### config.mk
export PLATFORM = sky130hd
export DESIGN_NAME = top_k_sorted_insert_table
export DESIGN_NICKNAME = d
export VERILOG_FILES = /design/src/rtl/core/tkst_pkg.sv /design/src/rtl/core/tkst_mem.sv /design/src/rtl/core/tkst_ctrl.sv /design/src/rtl/core/top_k_sorted_insert_table.sv
export SDC_FILE = /design/constraint.sdc
export NUM_CORES = 1
export LEC_CHECK = 0
export BUFFER_PORTS_ARGS = -buffer_cell sky130_fd_sc_hd__buf_2
export CAP_MARGIN = 10
export CORE_UTILIZATION = 40
export DETAILED_ROUTE_END_ITERATION = 10
export MAX_ROUTING_LAYER = met4
export SLEW_MARGIN = 0
export SYNTH_ARGS = -nofsm -noshare
export SYNTH_HDL_FRONTEND = slang
export SYNTH_SLANG_ARGS = --single-unit
### constraint.sdc
create_clock -name clk -period 11.3 [get_ports clk]
set_clock_uncertainty 0.2 [all_clocks]
set_input_delay 2.26 -clock clk [delete_from_list [all_inputs] [get_ports clk]]
set_output_delay 2.26 -clock clk [all_outputs]
set_load 0.05 [all_outputs]
### src/rtl/core/tkst_pkg.sv
// types and constants of the sorted top-k table
// no dependencies
package tkst_pkg;

  localparam int TABLE_DEPTH_DEF = 10;
  localparam int COUNT_W         = 5;
  localparam int INDEX_W         = 4;

  typedef enum logic {
    OP_INSERT = 1'b0,
    OP_READ   = 1'b1
  } op_t;

  typedef struct packed {
    logic signed [31:0] score;
    logic [31:0]        tag;
  } entry_t;

  typedef struct packed {
    op_t                operation;
    logic signed [31:0] score_in;
    logic [31:0]        tag_in;
    logic [INDEX_W-1:0] read_index;
  } in_word_t;

  typedef struct packed {
    logic               accepted;
    logic [INDEX_W-1:0] insert_position;
    logic [COUNT_W-1:0] entry_count;
    logic               read_valid;
    logic signed [31:0] read_score;
    logic [31:0]        read_tag;
  } out_word_t;

endpackage

### src/rtl/core/tkst_mem.sv
// entry memory: one write port, one read port, registered read data
// depends on tkst_pkg
module tkst_mem #(
  parameter int DEPTH = tkst_pkg::TABLE_DEPTH_DEF,
  parameter int AW    = 1
) (
  input  logic             clk,
  input  logic             wr_en,
  input  logic [AW-1:0]    wr_addr,
  input  tkst_pkg::entry_t wr_data,
  input  logic             rd_en,
  input  logic [AW-1:0]    rd_addr,
  output tkst_pkg::entry_t rd_data
);

  tkst_pkg::entry_t mem [DEPTH];
  tkst_pkg::entry_t rd_data_r;

  always_ff @(posedge clk) begin
    if (wr_en) begin
      mem[wr_addr] <= wr_data;
    end
  end

  always_ff @(posedge clk) begin
    if (rd_en) begin
      rd_data_r <= mem[rd_addr];
    end
  end

  assign rd_data = rd_data_r;

endmodule

### src/rtl/core/tkst_ctrl.sv
// sequencer for insert and read words: an insert walks the table from the bottom,
// moving one entry per cycle through the entry memory
// depends on tkst_pkg
module tkst_ctrl #(
  parameter int DEPTH = tkst_pkg::TABLE_DEPTH_DEF,
  parameter int AW    = 1
) (
  input  logic                clk,
  input  logic                rst_n,
  input  logic                start,
  output logic                busy,
  input  tkst_pkg::in_word_t  in_data,
  output logic                out_valid,
  output tkst_pkg::out_word_t out_data,
  output logic                wr_en,
  output logic [AW-1:0]       wr_addr,
  output tkst_pkg::entry_t    wr_data,
  output logic                rd_en,
  output logic [AW-1:0]       rd_addr,
  input  tkst_pkg::entry_t    rd_data
);

  localparam int CW = $clog2(DEPTH + 1);
  localparam logic [CW-1:0] FULL_CNT = CW'(DEPTH);
  localparam logic [AW-1:0] LAST_IDX = AW'(DEPTH - 1);
  localparam logic [AW-1:0] PREV_IDX = AW'((DEPTH > 1) ? DEPTH - 2 : 0);

  typedef enum logic [2:0] {
    ST_IDLE,
    ST_LAST,
    ST_SCAN,
    ST_PLACE,
    ST_READ
  } state_t;

  state_t              state_r, state_nxt;
  logic [CW-1:0]       cnt_r, cnt_nxt;
  logic [AW-1:0]       hole_r, hole_nxt;
  tkst_pkg::entry_t    new_r, new_nxt;
  logic                rvalid_r, rvalid_nxt;
  logic                out_valid_r, out_valid_nxt;
  tkst_pkg::out_word_t out_r, out_nxt;

  logic                above;
  logic                idx_ok;
  logic                cnt_full;
  logic [CW-1:0]       cnt_inc;

  assign above    = new_r.score > rd_data.score;
  assign idx_ok   = tkst_pkg::COUNT_W'(in_data.read_index) < tkst_pkg::COUNT_W'(cnt_r);
  assign cnt_full = cnt_r == FULL_CNT;
  assign cnt_inc  = cnt_full ? cnt_r : cnt_r + CW'(1);

  always_comb begin
    state_nxt     = state_r;
    cnt_nxt       = cnt_r;
    hole_nxt      = hole_r;
    new_nxt       = new_r;
    rvalid_nxt    = rvalid_r;
    out_valid_nxt = 1'b0;
    out_nxt       = out_r;
    wr_en         = 1'b0;
    wr_addr       = hole_r;
    wr_data       = new_r;
    rd_en         = 1'b0;
    rd_addr       = '0;

    case (state_r)
      ST_IDLE: begin
        if (start) begin
          new_nxt.score = in_data.score_in;
          new_nxt.tag   = in_data.tag_in;
          if (in_data.operation == tkst_pkg::OP_READ) begin
            rvalid_nxt = idx_ok;
            rd_en      = 1'b1;
            rd_addr    = idx_ok ? AW'(in_data.read_index) : '0;
            state_nxt  = ST_READ;
          end else if (cnt_full) begin
            rd_en     = 1'b1;
            rd_addr   = LAST_IDX;
            state_nxt = ST_LAST;
          end else if (cnt_r == '0) begin
            hole_nxt  = '0;
            state_nxt = ST_PLACE;
          end else begin
            hole_nxt  = AW'(cnt_r);
            rd_en     = 1'b1;
            rd_addr   = AW'(cnt_r - CW'(1));
            state_nxt = ST_SCAN;
          end
        end
      end
      ST_LAST: begin
        if (!above) begin
          out_valid_nxt = 1'b1;
          out_nxt       = '0;
          out_nxt.entry_count = tkst_pkg::COUNT_W'(cnt_r);
          state_nxt     = ST_IDLE;
        end else if (DEPTH == 1) begin
          hole_nxt  = '0;
          state_nxt = ST_PLACE;
        end else begin
          hole_nxt  = LAST_IDX;
          rd_en     = 1'b1;
          rd_addr   = PREV_IDX;
          state_nxt = ST_SCAN;
        end
      end
      ST_SCAN: begin
        wr_en = 1'b1;
        if (above) begin
          wr_data = rd_data;
          if (hole_r == AW'(1)) begin
            hole_nxt  = '0;
            state_nxt = ST_PLACE;
          end else begin
            hole_nxt  = hole_r - AW'(1);
            rd_en     = 1'b1;
            rd_addr   = hole_r - AW'(2);
          end
        end else begin
          cnt_nxt       = cnt_inc;
          out_valid_nxt = 1'b1;
          out_nxt       = '0;
          out_nxt.accepted        = 1'b1;
          out_nxt.insert_position = tkst_pkg::INDEX_W'(hole_r);
          out_nxt.entry_count     = tkst_pkg::COUNT_W'(cnt_inc);
          state_nxt     = ST_IDLE;
        end
      end
      ST_PLACE: begin
        wr_en         = 1'b1;
        cnt_nxt       = cnt_inc;
        out_valid_nxt = 1'b1;
        out_nxt       = '0;
        out_nxt.accepted        = 1'b1;
        out_nxt.insert_position = tkst_pkg::INDEX_W'(hole_r);
        out_nxt.entry_count     = tkst_pkg::COUNT_W'(cnt_inc);
        state_nxt     = ST_IDLE;
      end
      ST_READ: begin
        out_valid_nxt = 1'b1;
        out_nxt       = '0;
        out_nxt.entry_count = tkst_pkg::COUNT_W'(cnt_r);
        out_nxt.read_valid  = rvalid_r;
        if (rvalid_r) begin
          out_nxt.read_score = rd_data.score;
          out_nxt.read_tag   = rd_data.tag;
        end
        state_nxt = ST_IDLE;
      end
      default: begin
        state_nxt = ST_IDLE;
      end
    endcase
  end

  always_ff @(posedge clk) begin
    if (!rst_n) begin
      state_r     <= ST_IDLE;
      cnt_r       <= '0;
      out_valid_r <= 1'b0;
    end else begin
      state_r     <= state_nxt;
      cnt_r       <= cnt_nxt;
      out_valid_r <= out_valid_nxt;
    end
    hole_r   <= hole_nxt;
    new_r    <= new_nxt;
    rvalid_r <= rvalid_nxt;
    out_r    <= out_nxt;
  end

  assign busy      = state_r != ST_IDLE;
  assign out_valid = out_valid_r;
  assign out_data  = out_r;

endmodule

### src/rtl/core/top_k_sorted_insert_table.sv
// top level of the sorted top-k table: sequencer plus entry memory
// depends on tkst_pkg, tkst_ctrl, tkst_mem
//
// A word is taken when start is high and busy is low; every word gives one
// result word on out_data, marked by out_valid for one cycle, and the
// receiver cannot hold it off. A read keeps busy high while the entry is
// read. An insert keeps busy high while it moves entries down one at a time,
// checking the last entry first when the table is full; a rejected insert
// ends after that check. The strobe comes in the first cycle with busy
// low again, and a new word may be taken in that same cycle. The entry
// memory, with one read port and one write port, moves one entry per cycle.
module top_k_sorted_insert_table #(
  parameter int TABLE_DEPTH = tkst_pkg::TABLE_DEPTH_DEF
) (
  input  logic                clk,
  input  logic                rst_n,
  input  logic                start,
  output logic                busy,
  input  tkst_pkg::in_word_t  in_data,
  output logic                out_valid,
  output tkst_pkg::out_word_t out_data
);

  localparam int AW = (TABLE_DEPTH > 1) ? $clog2(TABLE_DEPTH) : 1;

  logic             wr_en;
  logic [AW-1:0]    wr_addr;
  tkst_pkg::entry_t wr_data;
  logic             rd_en;
  logic [AW-1:0]    rd_addr;
  tkst_pkg::entry_t rd_data;

  tkst_ctrl #(
    .DEPTH (TABLE_DEPTH),
    .AW    (AW)
  ) u_ctrl (
    .clk       (clk),
    .rst_n     (rst_n),
    .start     (start),
    .busy      (busy),
    .in_data   (in_data),
    .out_valid (out_valid),
    .out_data  (out_data),
    .wr_en     (wr_en),
    .wr_addr   (wr_addr),
    .wr_data   (wr_data),
    .rd_en     (rd_en),
    .rd_addr   (rd_addr),
    .rd_data   (rd_data)
  );

  tkst_mem #(
    .DEPTH (TABLE_DEPTH),
    .AW    (AW)
  ) u_mem (
    .clk     (clk),
    .wr_en   (wr_en),
    .wr_addr (wr_addr),
    .wr_data (wr_data),
    .rd_en   (rd_en),
    .rd_addr (rd_addr),
    .rd_data (rd_data)
  );

endmodule

# Word level (Yosys, flattened, before mapping)
# Memory sizes are Yosys's and may differ from the RTL's. A register that Yosys moved wholly into a read port is not among the register bits.
# Cells that the tools add are included.
[totals] reg_bits=152 latchBits=0 word_cells=96 mem_count=1 romBits=0 out_inout_bits=77 ramBits=640 in_bits=72
[classes] mux=47 shifts=0 eq_ne=14 n_bitwise=0 mul=0 reduce_logical=15 n_addsub=4 order_cmp=2 div=0
[memory_table] memory="u_mem.mem" words=10 word_bits=64 read_ports=1 rd_ports_with_merged_regs=1 write_ports=1 line="tkst_mem.sv:16" text="tkst_pkg::entry_t mem [DEPTH];"
[op_table] operator="one-hot mux 75 bit (4 select lines)" n=1
[op_table] operator="2-to-1 mux 64 bit" n=3
[op_table] operator="2-to-1 mux 75 bit" n=2
[op_table] operator="2-to-1 mux 4 bit" n=17
[op_table] operator="greater-than comparator 32 bit" n=1
[op_table] operator="one-hot mux 4 bit (3 select lines)" n=2
[op_table] operator="2-to-1 mux 3 bit" n=5
[op_table] operator="2-to-1 mux 1 bit" n=12
[op_table] operator="inequality test 2 bit, second input constant" n=5
[op_table] operator="one-hot mux 3 bit (3 select lines)" n=1
[op_table] operator="one-hot mux 4 bit (2 select lines)" n=1
[op_table] operator="subtractor 4 x 1 -> 4 bit, second input constant" n=2
[op_table] operator="equality test 3 x 2 -> 1 bit, second input constant" n=2
[op_table] operator="AND reduction 2 bit" n=3
[op_table] operator="AND reduction 3 bit" n=2
[op_table] operator="AND reduction 6 bit" n=1
[op_table] operator="nonzero test 3 bit" n=2
[op_table] operator="OR reduction 2 bit" n=3
[op_table] operator="adder 4 x 1 -> 4 bit, second input constant" n=1
[op_table] operator="equality test 4 x 1 -> 1 bit, second input constant" n=1
[op_table] operator="equality test 4 bit, second input constant" n=1
[op_table] operator="zero test 4 bit" n=1
[op_table] operator="less-than comparator 4 bit" n=1
[op_table] operator="inequality test 2 x 1 -> 1 bit, second input constant" n=2
[op_table] operator="other kinds (10)" n=10

# Depth between registers and ports, before layout
# Gate-level depths: netlist of run 1.
[depth] word_depth=6 mapped_depth=14 ltp_nobuf=11

# By module
# From an unflattened synthesis of run 1, not the netlist that was laid out.
[hier_totals] cells_unflattened=1916 hier_area_um2=34768.3
[modules_own_cells] module="tkst_mem" seq_area_each_um2=21140.3 instances=1 area_per_inst_um2=27204.8 cells_each=1376
[modules_own_cells] module="tkst_ctrl" seq_area_each_um2=4454.3 instances=1 area_per_inst_um2=7563.5 cells_each=540

# Worst setup path after synthesis of run 1
# No wires, ideal clock.
[synth_path] path_type="register to register" from="register u_mem.rd_data[33] (netlist name)" to="register u_mem.rd_data[0] (netlist name)" t_arrival_ns=6.463 period_less_slack_ns=7.238 path_buffers=1 stages_incl_launch_ff=11 setup_slack_ns=4.062 t_required_ns=10.526 setup_time_ns=0.574 cell_sequence="edfxtp_1 > inv_1 > ha_1 > nor2b_1 > o211ai_2 > a21boi_1 > o41ai_2 > nand2_1 > mux2i_2 > buf_6 > o21ai_0"
[synth_via] elab_chain_cells=3 word_cells_on_any_way=7 classes_between="order compare (1); mux (6)"
[synth_rtl] element="greater-than comparator 32 bit *" line="tkst_ctrl.sv:49" text="assign above = new_r.score > rd_data.score;"
[synth_rtl] element="2-to-1 mux 1 bit (on tied branches)" line="tkst_ctrl.sv:111, tkst_ctrl.sv:94"
[synth_rtl] element="one-hot mux 1 bit (3 select lines) *" line="tkst_ctrl.sv:68" text="case (state_r)"
[synth_rtl] element="named net rd_en" line="top_k_sorted_insert_table.sv:29" text="logic rd_en;"
# The timed path passes the listed nets; every way through them passes the cells marked *.
# A chain may end at the register's enable or synchronous reset.

# Final worst setup path of run 1
[layout_path] from="input port start" to="register u_mem.rd_data[29] (netlist name)"
[layout_via] elab_chain_cells=2 word_cells_on_any_way=4 classes_between="mux (4)"
[layout_rtl] element="start, declared" line="top_k_sorted_insert_table.sv:17" text="input logic start,"
[layout_rtl] element="2-to-1 mux 4 bit or 2-to-1 mux 1 bit (tied branches)" line="tkst_ctrl.sv:70" text="if (start) begin"
[layout_rtl] element="one-hot mux 4 bit (3 select lines) or one-hot mux 1 bit (3 select lines) (tied branches)" line="tkst_ctrl.sv:68"
# Parallel ways exist; a longest one is shown, timed or not.

==> impl_metrics.py, run 1 <==
metrics = {
    "detailed_routing": {
        "via_per_inst": 5.61,
        "drcViolationCount": 0,
        "routedWlPerCell_um": 23.5,
        "drt_iter0_drc": 2189,
        "antenna_left": 0,
        "vias": 20400,
        "dr.pass1.iters": 5,
        "wl_um": 85300,
    },
    "worst_setup_path": {
        "worst-path-buf-inv": 5,
        "cp.required_ps": 11580,
        "crit_fanout": 82,
        "crit_top_cell": "buf_4",
        "end_kind": "register",
        "rr_worst_depth": 12,
        "reg2reg_slack_ps": 5660,
        "reg2reg_to": "u_mem.rd_data[29]",
        "crit_path_cell_trace": "buf_2 > nand2_1 > clkinv_2 > buf_4 > o2111a_1 > a41oi_1 > nand3_4 > buf_4 > buf_4 > nand2_1 > a221oi_1 > o31a_1",
        "worstSetupPathType": "primary input to register",
        "setup.worst_path.start_class": "primary input",
        "cp_top_family": "buffers and inverters",
        "reg2reg_from": "u_ctrl.state_r[2]",
        "max_stage_delay_ps": 820,
        "crit_slowest_cell": "buf_4",
        "crit_arrival_ps": 6900,
    },
    "synthesis": {
        "synth_top_family_by_area": "compound AO/OA/AOI/OAI gates",
        "synthArstFlopShare_pct": 0,
        "synth_adder_area_share_pct": 1.67,
        "synth_area_per_cell_sq_um": 14.9,
        "synth-seq-cells": 855,
        "netlist_area_sq_um": 34300,
        "syn-num-nets": 2418,
        "syn_inst": 2301,
        "synthSimpleGateAreaFrac_pct": 7.73,
        "yosys_warnings": 0,
        "synth-edff-count": 847,
        "synthDistinctLibCells": 57,
        "ys_seq_area_share_pct": 74.5,
        "synth_ff_type": "edfxtp_1",
        "synth.area.mux_share_pct": 2.57,
        "synth_xor_area_share_pct": 0.204,
        "synth_compound_area_share_pct": 10.1,
    },
    "power_and_ir_drop": {
        "ir_drop_mv": 0.130,
        "pwr_density_cell_nw_per_um2": 215,
        "leakage_nw": 12.6,
        "total_power_w": 0.00833,
    },
    "floorplanning": {
        "rows": 107,
        "io_pins": 149,
        "start_util_pct": 40.3,
        "die_area_sq_um": 87000,
        "coreArea_sq_um": 85100,
        "dieWidth_um": 295,
        "die_h_um": 295,
    },
    "clock_tree": {
        "postCtsSetupBuffers": 0,
        "htree_levels": 3,
        "tritoncts": "yes",
        "clk_latency_ps": 650,
        "clkSinkCount": 855,
        "numCtsBuffers": 88,
        "cts_root_buffer": "clkbuf_16",
        "hold_buffers": 0,
        "cts.clk_slew.worst_paths_ps": 60,
        "cts_buffer_depth": 3,
        "postCtsResizedCells": 0,
    },
    "placed_design": {
        "globalplace.congestion": 0.765,
        "io_buffers": 147,
        "post-dp-hpwl_um": 44700,
    },
    "run_status": {
        "outcome": "finished, final reports clean",
    },
    "sta": {
        "finalSetupTns_ps": 0,
        "slew_violations": 0,
        "fin_crit_ps": 6620,
        "rsz0062_at_grt": "false",
        "fin_hold_ws_ps": 354,
        "max-slew-margin-rel_pct": 24.9,
        "tightest_slew_ps": 1130,
        "fin_crit_sh_pct": 58.6,
        "setup_viol": 0,
        "max_freq_ghz": 0.151,
        "hold_viol": 0,
    },
    "finish": {
        "antennaDiodeCount": 0,
        "drive_gt1_share_pct": 16.0,
        "finalNetCount": 2534,
        "mostFrequentLayoutCell": "edfxtp_1",
        "syn_to_final_growth_pct": 13.0,
        "final_util_pct": 45.6,
        "final_cell_mix": "edfxtp_1 (847), nand2_1 (406), a21oi_1 (274), buf_2 (147), a221oi_1 (129)",
    },
    "global_route": {
        "grt_max_degree": 197,
        "grt_pass1_vias": 20200,
        "grt_pass1_wl_um": 127000,
        "busiest_layer": "met2",
        "antenna_found_initial": 1,
        "use_met2_pct": 30.9,
        "global_route.usage.met3_pct": 2.88,
        "grtUsageTotal_pct": 20.0,
        "overflow": 0,
        "use_met1_pct": 27.5,
    },
    "worst_hold_path": {
        "hold_end": "u_ctrl.out_data[9]",
        "worstHoldPathCells": 1,
        "hold_class": "register to register",
        "min_from": "u_mem.rd_data[9]",
    },
    "job": {
        "drv_cap": 0,
    },
}
stage by stage:
stage / setup slack (ps) / cell area (sq um) / instances
floorplan: 4060 / 34300 / 2301
global placement: 4230 / 36000 / 3471
global route: 4320 / 38800 / 3632
CTS: 4680 / 38800 / 3632
detailed placement: 4010 / 36000 / 3471
finish: 4680 / 38800 / 3632
routing by layer:
metal,wire length (um),vias up
li1,-,9051
met1,37200,10300
met2,40300,841
met3,5830,145
met4,2040,0
met5,0,-
cell type report:
class	count	area (sq um)
multi-input cells	1244	7770
fillers	7422	46300
well taps	1144	1430
inverters	45	170
clock inverters	58	532
flip-flops and latches	855	25600
clock buffers	103	2280
repair buffers	183	1020
worst max path at each step:
stage / cells after the start / slack (ps) / end / from
floorplan: 10 / 4060 / u_mem.rd_data[0] / u_mem.rd_data[33]
global placement: 12 / 4230 / u_mem.rd_data[58] / start
detailed placement: 12 / 4010 / u_mem.rd_data[16] / start
CTS: 12 / 4680 / u_mem.rd_data[29] / start
global route: 12 / 4320 / u_mem.rd_data[16] / start
finish: 12 / 4680 / u_mem.rd_data[29] / start
cells in the mapped netlist, drive strengths merged (7+ instances only):
library cell / n / area share (%)
edfxtp: 847 / 74
clkbuf: 44 / 0.48
mux2: 64 / 2.5
dfxtp: 8 / 0.47
o21ai: 11 / 0.16
buf: 113 / 2.2
nand3: 75 / 1.1
inv: 45 / 0.49
a221oi: 129 / 3.3
nor3: 11 / 0.19
and2: 43 / 0.78
a21o: 7 / 0.15
ha: 45 / 1.6
nand4: 8 / 0.16
nand2: 406 / 4.4
nor2: 18 / 0.20
o31a: 64 / 1.6
a21oi: 274 / 4.0
nor4: 33 / 0.66
sequential cells by signal, summed over array words and instances, names as in the netlist:
name              flops
u_mem.mem           640
u_ctrl.out_data      74
u_ctrl.new_r         64
u_mem.rd_data        64
u_ctrl.cnt_r          4
u_ctrl.wr_addr        4
u_ctrl.state_r        3
u_ctrl.out_valid      1
u_ctrl.rvalid_r       1
worst register-to-register path, stage by stage (launching register included):
cell and delay, ps:
dfxtp_1 430, nor3_2 290, nand2_1 240, clkinv_2 570, buf_4 690, o2111a_1 320
a41oi_1 90, nand3_4 450, buf_4 600, buf_4 880, nand2_1 190, a221oi_1 370
o31a_1 180
power breakdown:
| group | internal (W) | total (W) | switching (W) |
|---|---|---|---|
| Sequential | 0.00390 | 0.00401 | 0.000109 |
| Clock | 0.00161 | 0.00283 | 0.00122 |
| Combinational | 0.000417 | 0.00150 | 0.00108 |
cell families (layout without fill, tap and decap cells):
logic type / count (synthesis) / count (layout)
AO/OA/AOI/OAI: 518 / 518
multiplexers: 66 / 66
buffers and inverters: 202 / 389
AND/OR/NAND/NOR: 605 / 605
adder cells (fa/ha/maj): 46 / 46
other: 1 / 1
flip-flops: 855 / 855
XOR/XNOR: 8 / 8
(Power assumes the default switching activity.)
==> run 2: changes to the inputs <==
==> constraint.sdc (replaced) <==
create_clock -name clk -period 6 [get_ports clk]
set_clock_uncertainty 0.2 [all_clocks]
set_input_delay 1.2 -clock clk [delete_from_list [all_inputs] [get_ports clk]]
set_output_delay 1.2 -clock clk [all_outputs]
set_load 0.05 [all_outputs]
==> impl_metrics.py, run 2 (same netlist as run 1, synthesis figures left out) <==
metrics = {
    "detailed_routing": {
        "via_per_inst": 5.64,
        "wl_um": 87800,
        "drcViolationCount": 0,
        "antenna_left": 0,
        "vias": 20600,
        "drt_iter0_drc": 1869,
        "routedWlPerCell_um": 24.1,
        "dr.pass1.iters": 5,
    },
    "global_route": {
        "grt_pass1_wl_um": 129000,
        "use_met2_pct": 31.9,
        "busiest_layer": "met2",
        "overflow": 0,
        "grt_pass1_vias": 20200,
        "global_route.usage.met3_pct": 3.06,
        "grtUsageTotal_pct": 20.6,
        "grt_max_degree": 149,
        "use_met1_pct": 28.6,
        "antenna_found_initial": 2,
    },
    "worst_setup_path": {
        "cp.required_ps": 6090,
        "end_kind": "register",
        "reg2reg_slack_ps": 1250,
        "crit_fanout": 21,
        "setup.worst_path.start_class": "register",
        "crit_arrival_ps": 4840,
        "worstSetupPathType": "register to register",
    },
    "sta": {
        "rsz0062_at_grt": "false",
        "fin_crit_ps": 4750,
        "tightest_slew_ps": 1260,
        "max_freq_ghz": 0.211,
        "max-slew-margin-rel_pct": 16.0,
        "hold_viol": 0,
        "slew_violations": 0,
        "fin_hold_ws_ps": 354,
        "setup_viol": 0,
        "fin_crit_sh_pct": 79.1,
        "finalSetupTns_ps": 0,
    },
    "power_and_ir_drop": {
        "leakage_nw": 12.8,
        "pwr_density_cell_nw_per_um2": 407,
        "ir_drop_mv": 0.241,
        "total_power_w": 0.0159,
    },
    "finish": {
        "top_register": "u_mem.mem",
        "drive_gt1_share_pct": 16.6,
        "syn_to_final_growth_pct": 14.1,
        "mostFrequentLayoutCell": "edfxtp_1",
        "fillers": 7406,
        "final_cell_mix": "edfxtp_1 (847), nand2_1 (406), a21oi_1 (274), buf_2 (147), a221oi_1 (129)",
        "largest_reg_flops": 640,
        "finalNetCount": 2549,
    },
    "run_status": {
        "outcome": "finished, final reports clean",
    },
    "clock_tree": {
        "cts_buffer_depth": 3,
        "cts_root_buffer": "clkbuf_16",
        "clkSinkCount": 855,
        "tritoncts": "yes",
        "postCtsResizedCells": 0,
        "postCtsSetupBuffers": 0,
        "numCtsBuffers": 89,
        "hold_buffers": 0,
        "clk_latency_ps": 660,
        "cts.clk_slew.worst_paths_ps": 60,
        "htree_levels": 3,
    },
    "floorplanning": {
        "coreArea_sq_um": 85100,
        "start_util_pct": 40.3,
        "die_area_sq_um": 87000,
        "rows": 107,
        "dieWidth_um": 295,
        "io_pins": 149,
        "die_h_um": 295,
    },
    "worst_hold_path": {
        "hold_class": "register to register",
    },
    "placed_design": {
        "io_buffers": 147,
        "globalplace.congestion": 0.792,
        "post-dp-hpwl_um": 47700,
    },
    "job": {
        "drv_cap": 0,
    },
}
## run 2: cell count changes in the layout (fill, tap and decap cells not counted), sizes merged
cell / change
buf: +14
diode: +1
inv: +2
bufinv: +2
clkbuf: +1
clkinv: -5
## run 2: final cells by class
class	instances	area (sq um)	share of cell area, %
Antenna cell	1	2.50	0.00639
Clock inverter	57	588	1.50
Tap cell	1144	1430	3.65
Timing Repair Buffer	197	1310	3.35
Multi-Input combinational cell	1244	7760	19.8
Clock buffer	104	2330	5.94
Sequential cell	855	25600	65.3
Inverter	45	170	0.434
## run 2: path summary, 6_finish.rpt
check	startpoint	to	cells after the start
worst max register to register	u_mem.rd_data[39]	u_mem.mem[3][32]	12
worst min-delay path	u_mem.rd_data[4]	u_ctrl.out_data[4]	1
worst max-delay path	u_mem.rd_data[39]	u_mem.mem[3][32]	12
worst min register to register	u_mem.rd_data[4]	u_ctrl.out_data[4]	1
## run 2: stage by stage
| step | instance area (sq um) | setup WS (ps) | utilization [%] | instances |
|---|---|---|---|---|
| 2_1_floorplan | 34300 | 356 | - | 2301 |
| 3_3_place_gp | 36300 | 1200 | 42.6 | 3485 |
| 3_5_place_dp | 36300 | 1150 | 42.6 | 3485 |
| 4_1_cts | 39200 | 1150 | 46.0 | 3646 |
| 5_1_grt | 39200 | 993 | 46.0 | 3647 |
| 6_report | 39200 | 1250 | 46.0 | 3647 |
## run 2: critical path: stages (launching register included)
cell and delay, ps:
edfxtp_1 400, inv_1 100, ha_1 240, a21oi_1 160, o21a_1 180, nor3_1 70
o41ai_2 680, nand2_1 180, mux2i_2 380, nor3_4 740, buf_4 550, nand2_1 90
o21ai_0 400
## run 2: report_power, final
| part | total (W) | leakage [nW] | internal (W) | switching, W |
|---|---|---|---|---|
| Sequential | 0.00753 | 7.79 | 0.00734 | 0.000197 |
| Clock | 0.00549 | 1.41 | 0.00318 | 0.00231 |
| Combinational | 0.00292 | 3.58 | 0.000838 | 0.00208 |
## run 2: metal layers
metal	vias to the layer above	wire length [um]
met5	-	0
met4	0	1880
met3	137	5480
met2	789	40900
met1	10500	39500
li1	9101	-
